<file path="src/rtl/core/ncpc_pkg.sv">
`timescale 1ns / 1ps
`default_nettype none
// ----------------------------------------------------------------------------
// ncpc_pkg
// Types and constants shared by the nearest color pixel classifier: the pixel
// layout, the class codes and the configuration register map.
// ----------------------------------------------------------------------------
package ncpc_pkg;

	localparam int NUM_CLASSES = 4;
	localparam int CLASS_IDX_W = 2;
	localparam int CHAN_W      = 8;
	localparam int SQ_W        = 2 * CHAN_W;
	// Sum of three squared channel differences is at most 195075.
	localparam int DIST_W      = 18;
	localparam int RADIUS_W    = 18;
	localparam int CENTER_W    = 3 * CHAN_W;
	localparam int CFG_IDX_W   = 3;
	localparam int CLASS_W     = 3;

	typedef logic [CHAN_W-1:0]    chan_t;
	typedef logic [SQ_W-1:0]      sq_t;
	typedef logic [DIST_W-1:0]    dist_t;
	typedef logic [RADIUS_W-1:0]  radius_t;
	typedef logic [CFG_IDX_W-1:0] cfg_idx_t;
	typedef logic [CLASS_W-1:0]   class_t;

	// Packed so that red sits in the top byte, as R<<16 | G<<8 | B.
	typedef struct packed {
		chan_t red;
		chan_t green;
		chan_t blue;
	} rgb_t;

	// Result codes.
	localparam class_t CLASS_RED    = 3'd0;
	localparam class_t CLASS_BLUE   = 3'd1;
	localparam class_t CLASS_YELLOW = 3'd2;
	localparam class_t CLASS_BLACK  = 3'd3;
	localparam class_t CLASS_NONE   = 3'd4;

	// Class slots in the center and radius tables.
	localparam logic [CLASS_IDX_W-1:0] IDX_RED    = 2'd0;
	localparam logic [CLASS_IDX_W-1:0] IDX_BLUE   = 2'd1;
	localparam logic [CLASS_IDX_W-1:0] IDX_YELLOW = 2'd2;
	localparam logic [CLASS_IDX_W-1:0] IDX_BLACK  = 2'd3;

	// Configuration register map.
	localparam cfg_idx_t REG_RED_CENTER    = 3'd0;
	localparam cfg_idx_t REG_BLUE_CENTER   = 3'd1;
	localparam cfg_idx_t REG_YELLOW_CENTER = 3'd2;
	localparam cfg_idx_t REG_BLACK_CENTER  = 3'd3;
	localparam cfg_idx_t REG_RED_RADIUS    = 3'd4;
	localparam cfg_idx_t REG_BLUE_RADIUS   = 3'd5;
	localparam cfg_idx_t REG_YELLOW_RADIUS = 3'd6;
	localparam cfg_idx_t REG_BLACK_RADIUS  = 3'd7;

	function automatic chan_t abs_diff(input chan_t a, input chan_t b);
		abs_diff = (a > b) ? (a - b) : (b - a);
	endfunction

endpackage
`default_nettype wire

</file>
<file path="src/rtl/core/nearest_color_pixel_classifier_top.sv">
`timescale 1ns / 1ps
`default_nettype none
// ----------------------------------------------------------------------------
// nearest_color_pixel_classifier_top
// Sorts RGB pixels into red, blue, yellow, black or no match by squared
// distance to four programmable reference colors.
// ----------------------------------------------------------------------------
// The classifier takes one pixel per clock while in_stall is low and returns
// one class code per pixel, in order. The pipeline has four registered
// stages: an input register, a stage of twelve 8x8 squarers (one per class
// and channel), a stage that adds the three channel terms into an exact
// 18-bit squared distance per class, and the result register that holds the
// priority decision. Each stage holds one pixel and moves on when the stage
// after it is empty or moving, so a result waiting at the output does not
// block new pixels until all four stages are full. The decision uses strict
// less-than throughout: red must beat the other three distances and its
// radius, blue must beat yellow, black and its radius, yellow must beat
// black and its radius, and black must be under its radius; anything else
// is reported as no match. A tie therefore goes to the later class in the
// chain if that class passes its own tests, and a class with radius zero
// never matches. The eight configuration registers (four packed centers,
// four squared radii) reset to zero and are written through the config channel,
// which is always ready; they may only be changed while no pixel is in flight.
// ----------------------------------------------------------------------------
module nearest_color_pixel_classifier_top (
	input  wire                     clk,
	input  wire                     arst_n,
	// Configuration write channel.
	input  wire                     cfg_valid,
	output logic                    cfg_ready,
	input  wire ncpc_pkg::cfg_idx_t cfg_index,
	input  wire [23:0]              cfg_data,
	// Pixel input channel.
	input  wire                     in_valid,
	output logic                    in_stall,
	input  wire ncpc_pkg::chan_t    pixel_red,
	input  wire ncpc_pkg::chan_t    pixel_green,
	input  wire ncpc_pkg::chan_t    pixel_blue,
	// Class output channel.
	output logic                    out_valid,
	input  wire                     out_stall,
	output ncpc_pkg::class_t        color_class
);
	import ncpc_pkg::*;

	// Configuration registers.
	rgb_t    center_q [NUM_CLASSES];
	radius_t radius_q [NUM_CLASSES];

	// Pipeline state.
	logic   v_s1, v_s2, v_s3, out_valid_q;
	rgb_t   pix_s1;
	sq_t    sq_s2 [NUM_CLASSES][3];
	dist_t  dist_s3 [NUM_CLASSES];
	class_t color_class_q;

	// Stage load enables: a stage takes new data when it is empty or when
	// its current contents move on in the same cycle.
	logic en_out, en_s3, en_s2, en_s1;

	assign en_out = !out_valid_q || !out_stall;
	assign en_s3  = !v_s3 || en_out;
	assign en_s2  = !v_s2 || en_s3;
	assign en_s1  = !v_s1 || en_s2;

	assign in_stall    = !en_s1;
	assign cfg_ready   = 1'b1;
	assign out_valid   = out_valid_q;
	assign color_class = color_class_q;

	// Configuration writes. Radius registers keep the low 18 bits of the data.
	always_ff @(posedge clk or negedge arst_n) begin
		if (!arst_n) begin
			for (int i = 0; i < NUM_CLASSES; i++) begin
				center_q[i] <= '0;
				radius_q[i] <= '0;
			end
		end else if (cfg_valid && cfg_ready) begin
			unique case (cfg_index)
				REG_RED_CENTER:    center_q[IDX_RED]    <= cfg_data;
				REG_BLUE_CENTER:   center_q[IDX_BLUE]   <= cfg_data;
				REG_YELLOW_CENTER: center_q[IDX_YELLOW] <= cfg_data;
				REG_BLACK_CENTER:  center_q[IDX_BLACK]  <= cfg_data;
				REG_RED_RADIUS:    radius_q[IDX_RED]    <= cfg_data[RADIUS_W-1:0];
				REG_BLUE_RADIUS:   radius_q[IDX_BLUE]   <= cfg_data[RADIUS_W-1:0];
				REG_YELLOW_RADIUS: radius_q[IDX_YELLOW] <= cfg_data[RADIUS_W-1:0];
				REG_BLACK_RADIUS:  radius_q[IDX_BLACK]  <= cfg_data[RADIUS_W-1:0];
				default: ;
			endcase
		end
	end

	// Valid bits of the pipeline.
	always_ff @(posedge clk or negedge arst_n) begin
		if (!arst_n) begin
			v_s1        <= 1'b0;
			v_s2        <= 1'b0;
			v_s3        <= 1'b0;
			out_valid_q <= 1'b0;
		end else begin
			if (en_s1)  v_s1        <= in_valid;
			if (en_s2)  v_s2        <= v_s1;
			if (en_s3)  v_s3        <= v_s2;
			if (en_out) out_valid_q <= v_s3;
		end
	end

	// Stage 2 logic: squared channel differences for every class.
	sq_t sq_d [NUM_CLASSES][3];

	always_comb begin
		chan_t dr, dg, db;
		for (int c = 0; c < NUM_CLASSES; c++) begin
			dr = abs_diff(pix_s1.red,   center_q[c].red);
			dg = abs_diff(pix_s1.green, center_q[c].green);
			db = abs_diff(pix_s1.blue,  center_q[c].blue);
			sq_d[c][0] = SQ_W'(dr) * SQ_W'(dr);
			sq_d[c][1] = SQ_W'(dg) * SQ_W'(dg);
			sq_d[c][2] = SQ_W'(db) * SQ_W'(db);
		end
	end

	// Stage 3 logic: full squared distance per class.
	dist_t dist_d [NUM_CLASSES];

	always_comb begin
		for (int c = 0; c < NUM_CLASSES; c++) begin
			dist_d[c] = DIST_W'(sq_s2[c][0]) + DIST_W'(sq_s2[c][1])
				+ DIST_W'(sq_s2[c][2]);
		end
	end

	// Result logic: priority chain with strict comparisons.
	logic   hit_red, hit_blue, hit_yellow, hit_black;
	class_t class_d;

	always_comb begin
		hit_red = (dist_s3[IDX_RED] < dist_s3[IDX_BLUE])
			&& (dist_s3[IDX_RED] < dist_s3[IDX_YELLOW])
			&& (dist_s3[IDX_RED] < dist_s3[IDX_BLACK])
			&& (dist_s3[IDX_RED] < radius_q[IDX_RED]);
		hit_blue = (dist_s3[IDX_BLUE] < dist_s3[IDX_YELLOW])
			&& (dist_s3[IDX_BLUE] < dist_s3[IDX_BLACK])
			&& (dist_s3[IDX_BLUE] < radius_q[IDX_BLUE]);
		hit_yellow = (dist_s3[IDX_YELLOW] < dist_s3[IDX_BLACK])
			&& (dist_s3[IDX_YELLOW] < radius_q[IDX_YELLOW]);
		hit_black = dist_s3[IDX_BLACK] < radius_q[IDX_BLACK];

		if (hit_red) begin
			class_d = CLASS_RED;
		end else if (hit_blue) begin
			class_d = CLASS_BLUE;
		end else if (hit_yellow) begin
			class_d = CLASS_YELLOW;
		end else if (hit_black) begin
			class_d = CLASS_BLACK;
		end else begin
			class_d = CLASS_NONE;
		end
	end

	// Payload registers.
	always_ff @(posedge clk) begin
		if (en_s1 && in_valid) begin
			pix_s1 <= '{red: pixel_red, green: pixel_green, blue: pixel_blue};
		end
		if (en_s2 && v_s1) begin
			sq_s2 <= sq_d;
		end
		if (en_s3 && v_s2) begin
			dist_s3 <= dist_d;
		end
		if (en_out && v_s3) begin
			color_class_q <= class_d;
		end
	end

	// A stalled input means every stage holds a pixel.
	a_stall_full: assert property (@(posedge clk) disable iff (!arst_n)
		in_stall |-> (v_s1 && v_s2 && v_s3 && out_valid_q))
		else $error("input stalled while the pipeline has a free stage");

	// An accepted pixel always lands in the input register.
	a_accept_lands: assert property (@(posedge clk) disable iff (!arst_n)
		(in_valid && !in_stall) |=> v_s1)
		else $error("accepted pixel was lost at the input register");

	// A class with zero radius can never be reported; checked here for red and black.
	a_red_radius: assert property (@(posedge clk) disable iff (!arst_n)
		(out_valid_q && color_class_q == CLASS_RED) |-> (radius_q[IDX_RED] != '0))
		else $error("red reported with zero radius");

	a_black_radius: assert property (@(posedge clk) disable iff (!arst_n)
		(out_valid_q && color_class_q == CLASS_BLACK) |-> (radius_q[IDX_BLACK] != '0))
		else $error("black reported with zero radius");

	// Only defined class codes leave the block.
	a_code_range: assert property (@(posedge clk) disable iff (!arst_n)
		out_valid_q |-> (color_class_q <= CLASS_NONE))
		else $error("undefined class code at the output");

endmodule
`default_nettype wire

</file>
<file path="config.mk">
export PLATFORM = sky130hd
export DESIGN_NAME = nearest_color_pixel_classifier_top
export DESIGN_NICKNAME = d
export VERILOG_FILES = /design/src/rtl/core/ncpc_pkg.sv /design/src/rtl/core/nearest_color_pixel_classifier_top.sv
export SDC_FILE = /design/constraint.sdc
export NUM_CORES = 2
export LEC_CHECK = 0
export ABC_AREA = 1
export BUFFER_PORTS_ARGS = -buffer_cell sky130_fd_sc_hd__buf_2
export CAP_MARGIN = 25
export CORE_ASPECT_RATIO = 1.2
export CORE_MARGIN = 8
export CORE_UTILIZATION = 65
export DETAILED_ROUTE_END_ITERATION = 12
export PLACE_DENSITY_LB_ADDON = 0.15
export SYNTH_ARGS = -nofsm -noshare
export SYNTH_HDL_FRONTEND = slang
export SYNTH_SLANG_ARGS = --single-unit
</file>
<file path="constraint.sdc">
create_clock -name clk -period 9.7 [get_ports clk]
set_input_delay 0 -clock clk [delete_from_list [all_inputs] [get_ports clk]]
set_output_delay 0 -clock clk [all_outputs]
set_load 0.02 [all_outputs]
</file>
# Word-level counts from Yosys, hierarchy flattened
# Index checks and enable logic that the tools add are counted.
dict set report totals {
  output_inout_bits 6
  reg_bits 463
}
dict set report classes {
  reduce_logical 31
  n_addsub 32
  mux 15
  n_eq_ne 7
  n_lt_le_gt_ge 22
  mul 12
}
# operator count
set op_table {}
lappend op_table {{$mul 8x8->16} 12}
lappend op_table {{$sub 8x8->8} 24}
lappend op_table {{$lt 18x18->1} 10}
lappend op_table {{$gt 8x8->1} 12}
lappend op_table {{$mux 8} 12}
lappend op_table {{$add 17x16->18} 4}
lappend op_table {{$add 16x16->17} 4}
lappend op_table {{$reduce_and 2->1} 8}
lappend op_table {{$eq 3x3->1 const B} 4}
lappend op_table {{$logic_and 1x1->1} 10}
lappend op_table {{$eq 3x2->1 const B} 2}
lappend op_table {{$logic_not 1->1} 6}
lappend op_table {{$logic_or 1x1->1} 4}
lappend op_table {{$eq 3x1->1 const B} 1}
lappend op_table {{$logic_not 3->1} 1}
lappend op_table {{$mux 3} 1}
lappend op_table {{$reduce_or 3->1} 1}
lappend op_table {{$mux 2} 1}
lappend op_table {{$reduce_or 2->1} 1}
lappend op_table {{$mux 1} 1}

# Logic depth before layout (Yosys ltp)
dict set report logic_depth {
  word_depth 6
  depth_mapped 35
  ltp_nobuf 34
}

# Least setup slack after synthesis
# OpenSTA, ideal clock, no wires.
dict set report synth_path {
  path_type {register to register}
  start {reg out_valid_q, in the netlist out_valid}
  end {reg sq_s2[0] in the netlist's numbering (enable)}
  path_slack_ns 0.716
  t_arrival_ns 8.257
  n_path_buf 0
  stages_incl_launch_ff 6
  setup_ns 0.727
  required_ns 8.973
  path_cell_list {dfrtp_1 > nand2_1 > nor2_1 > inv_1 > nor2_1 > nor2_1}
}
dict set report synth_between {
  elab_chain_len 5
}
# item line_no
set synth_lines {}
lappend synth_lines {{start, declared} nearest_color_pixel_classifier_top.sv:51} ;# logic v_s1, v_s2, v_s3, out_valid_q;
lappend synth_lines {{start signal, assigned} nearest_color_pixel_classifier_top.sv:104} ;# if (en_out) out_valid_q <= v_s3;
lappend synth_lines {{$logic_not 1->1} nearest_color_pixel_classifier_top.sv:61} ;# assign en_out = !out_valid_q || !out_stall;
lappend synth_lines {{$logic_or 1x1->1} nearest_color_pixel_classifier_top.sv:61}
lappend synth_lines {{$logic_or 1x1->1} nearest_color_pixel_classifier_top.sv:62} ;# assign en_s3 = !v_s3 || en_out;
lappend synth_lines {{$logic_or 1x1->1} nearest_color_pixel_classifier_top.sv:63} ;# assign en_s2 = !v_s2 || en_s3;
lappend synth_lines {{$logic_and 1x1->1} nearest_color_pixel_classifier_top.sv:167} ;# if (en_s2 && v_s1) begin
lappend synth_lines {{end signal, assigned} nearest_color_pixel_classifier_top.sv:168} ;# sq_s2 <= sq_d;
lappend synth_lines {{end, declared} nearest_color_pixel_classifier_top.sv:53} ;# sq_t sq_s2 [NUM_CLASSES][3];
# No other way between the ends.
# A chain may end at the register's enable or synchronous reset.

==> results.toml <==
[cts]
h-tree-depth = 2
cts_buffers = 49
clk_path_buf_depth = 3
clk_pin_slew_ns = 0.07
cts_resized = 0
cts_tree = "yes"
postCtsSetupRepairBufs = 0
ctsHoldBuffers = 57
cts_root_buffer = "clkbuf_16"
insertion_delay_ns = 0.62
cts.sinks = 451

[grt]
met3_usage = 0.02757
grt_util_met1 = 0.3736
grt_pass1_wl_um = 211500
grt_pass1_vias = 40940
use_met2 = 0.5360
grt.busiest_layer = "met2"
grt_start_max_net_pins = 151
grt_use_total = 0.2990
antenna_found_initial = 3
globalRouteOverflowTotal = 0

[placed_design]
gp_congestion = 0.9609
port_buffers = 60
pre_cts_ws_ns = 3.279
hpwl_um = 106600

[detailed_routing]
vias = 40930
drcViolationCount = 0
wl_per_cell_um = 17.59
drt_iter0_drc = 2863
dr.pass1.iters = 6
finalWirelength_um = 131100
viasPerCell = 5.491
ant_nets = 0

[outcome]
outcome = "finished with violations"
violations = "negative hold slack"

[flow_run]
cap_violations = 0

[floorplanning]
die-area_um2 = 88500
die_w_um = 272.9
chipHeight_um = 324.3
rows = 113
io_pins = 62
start_util = 0.6537
core-area_um2 = 78750

[finish]
nets = 7586
drive_above_1_share = 0.04660
fillers = 6423
areaGrowthSynthToFinish_pct = 7.327

[synthesis]
syn_inst = 6263
synth_common_cells = "nand2_1 (1265), inv_1 (1174), ha_1 (768)"
ys_ff_latch = 451
async_flop_share = 0.3814
ys.flop_type = "edfxtp_1"
synth_edf_count = 279
synth_top_area_cell = "ha_1"
yosysTopAreaCellShare = 0.1866
synth-seq-area-share = 0.2463
ys_types = 51
netlist_top_cells_area = "ha_1 (19%), edfxtp_1 (16%), fa_1 (15%), nand2_1 (9.2%), inv_1 (8.6%)"
syn-cell-area_um2 = 51480
syn_avg_cell_area_um2 = 8.220
yosysMostFrequentCell = "nand2_1"
ys_warn_count = 0

[setup_path]
critPathMaxFanout = 9
worstPathArrival_ns = 6.79
critPathTopFamily = "adder cells"
r2r_slack_ns = 3.26
max_stage_delay_ns = 0.55
critPathBufInv = 7
required_ns = 10.04
cp-start-kind = "flop"
end_kind = "flop"
crit_top_cell = "nand2_1"
crit_type = "flop to flop"
crit_slowest_cell = "fa_1"

[sta]
skew_ns = 0.02448
maxSlewViolCount = 0
relSlewSlack = 0.3120
holdWs_ns = -0.02361
fin_crit_sh = 0.6643
fin_setup_tns_ns = 0
min_period_ns = 6.443
worst_pin_slew_ns = 1.032
setup_viol_count_final = 0
max_freq_mhz = 155.2
hold_violations = 3
rsz0062_at_grt = "false"
fin_ws_ns = 3.257

[worst_hold_path]
hp-class = "input port to asynchronous set/reset pin"
sequential cells by signal, summed over array words and instances, names as in the netlist, 3 cells and up:
register     flops
center_q        96
color_class      3
dist_s3         72
pix_s1          24
radius_q        72
sq_s2          180
worst reg2reg max path: cells and delay by family, from the launching register on:
| kind | cells | cell delay, ns |
|---|---|---|
| DFF | 1 | 0.51 |
| and+or+nand+nor | 11 | 1.40 |
| adders and majority gates | 7 | 3.06 |
| buffers and inverters | 7 | 0.65 |
| AOI/OAI and AO/OA | 3 | 0.55 |
path summary, 6_finish.rpt:
kind                               from      endpoint  depth (start not counted)
max in group asynchronous        arst_n  center_q[38]                          4
min in group clk           cfg_index[2]  center_q[16]                          5
setup / recovery              pix_s1[8]    sq_s2[175]                         28
setup reg to reg              pix_s1[8]    sq_s2[175]                         28
hold / removal                   arst_n          v_s1                          2
hold reg to reg            radius_q[20]  radius_q[20]                          2
through the flow:
stage / instance area (um^2) / std cells / utilization / hold WS, ns
3_3_place_gp: 52810 / 7298 / 0.6706 / 0.1250
5_1_grt: 55250 / 7451 / 0.7016 / 0.09261
3_5_place_dp: 52890 / 7301 / 0.6716 / 0.1299
6_report: 55260 / 7453 / 0.7016 / -0.02361
2_1_floorplan: 51530 / 6276 / - / -0.2956
4_1_cts: 55200 / 7449 / 0.7009 / 0.01706
placed cells by master, fill, tap and decap left out, drive strengths merged, types with 12 or more instances in the layout:
master / Yosys / final
nand2: 1339 / 1339
inv: 1202 / 1209
ha: 768 / 768
nor2: 583 / 583
fa: 386 / 386
a21oi: 334 / 334
o21ai: 334 / 334
edfxtp: 279 / 279
nand3: 199 / 199
xor2: 193 / 193
dfrtp: 172 / 172
xnor2: 136 / 136
buf: 30 / 72
clkbuf: 51 / 59
dlygate4sd3: 0 / 57
a21o: 47 / 47
nand4: 41 / 41
nor3: 30 / 30
o21bai: 22 / 22
o211ai: 21 / 21
o21a: 15 / 15
a31oi: 15 / 15
conb: 2 / 15
or2: 12 / 12
clkinv: 1 / 12
cell families after synthesis:
family / after synthesis / share of synthesized area
adders and majority gates: 1154 / 0.3367
AOI/OAI and AO/OA: 830 / 0.08905
xor gates and xnor gates: 329 / 0.05633
buffers and inverters: 1284 / 0.09597
DFF: 451 / 0.2463
other: 2 / 0.0001459
and+or+nand+nor: 2213 / 0.1754
layer usage:
layer  up-vias  part of all wire
met3       246             0.046
met5         -                 0
met4         0             0.040
li1      20100                 -
met2      1030              0.50
met1     19550              0.41
area by class of cell:
type | count | area, um^2 | share of cell area
multi-input combinational | 4541 | 33940 | 0.6141
sequential | 451 | 12680 | 0.2295
inverter | 1203 | 4521 | 0.08181
clock buffer | 58 | 1313 | 0.02375
tap | 1035 | 1295 | 0.02344
timing repair buffer | 130 | 1082 | 0.01959
clock inverter | 33 | 422.9 | 0.007654
antenna | 2 | 5.005 | 0.00009058
Power is not shown: default switching activity piles up to over one toggle a cycle in this logic, so the estimate is an artifact.
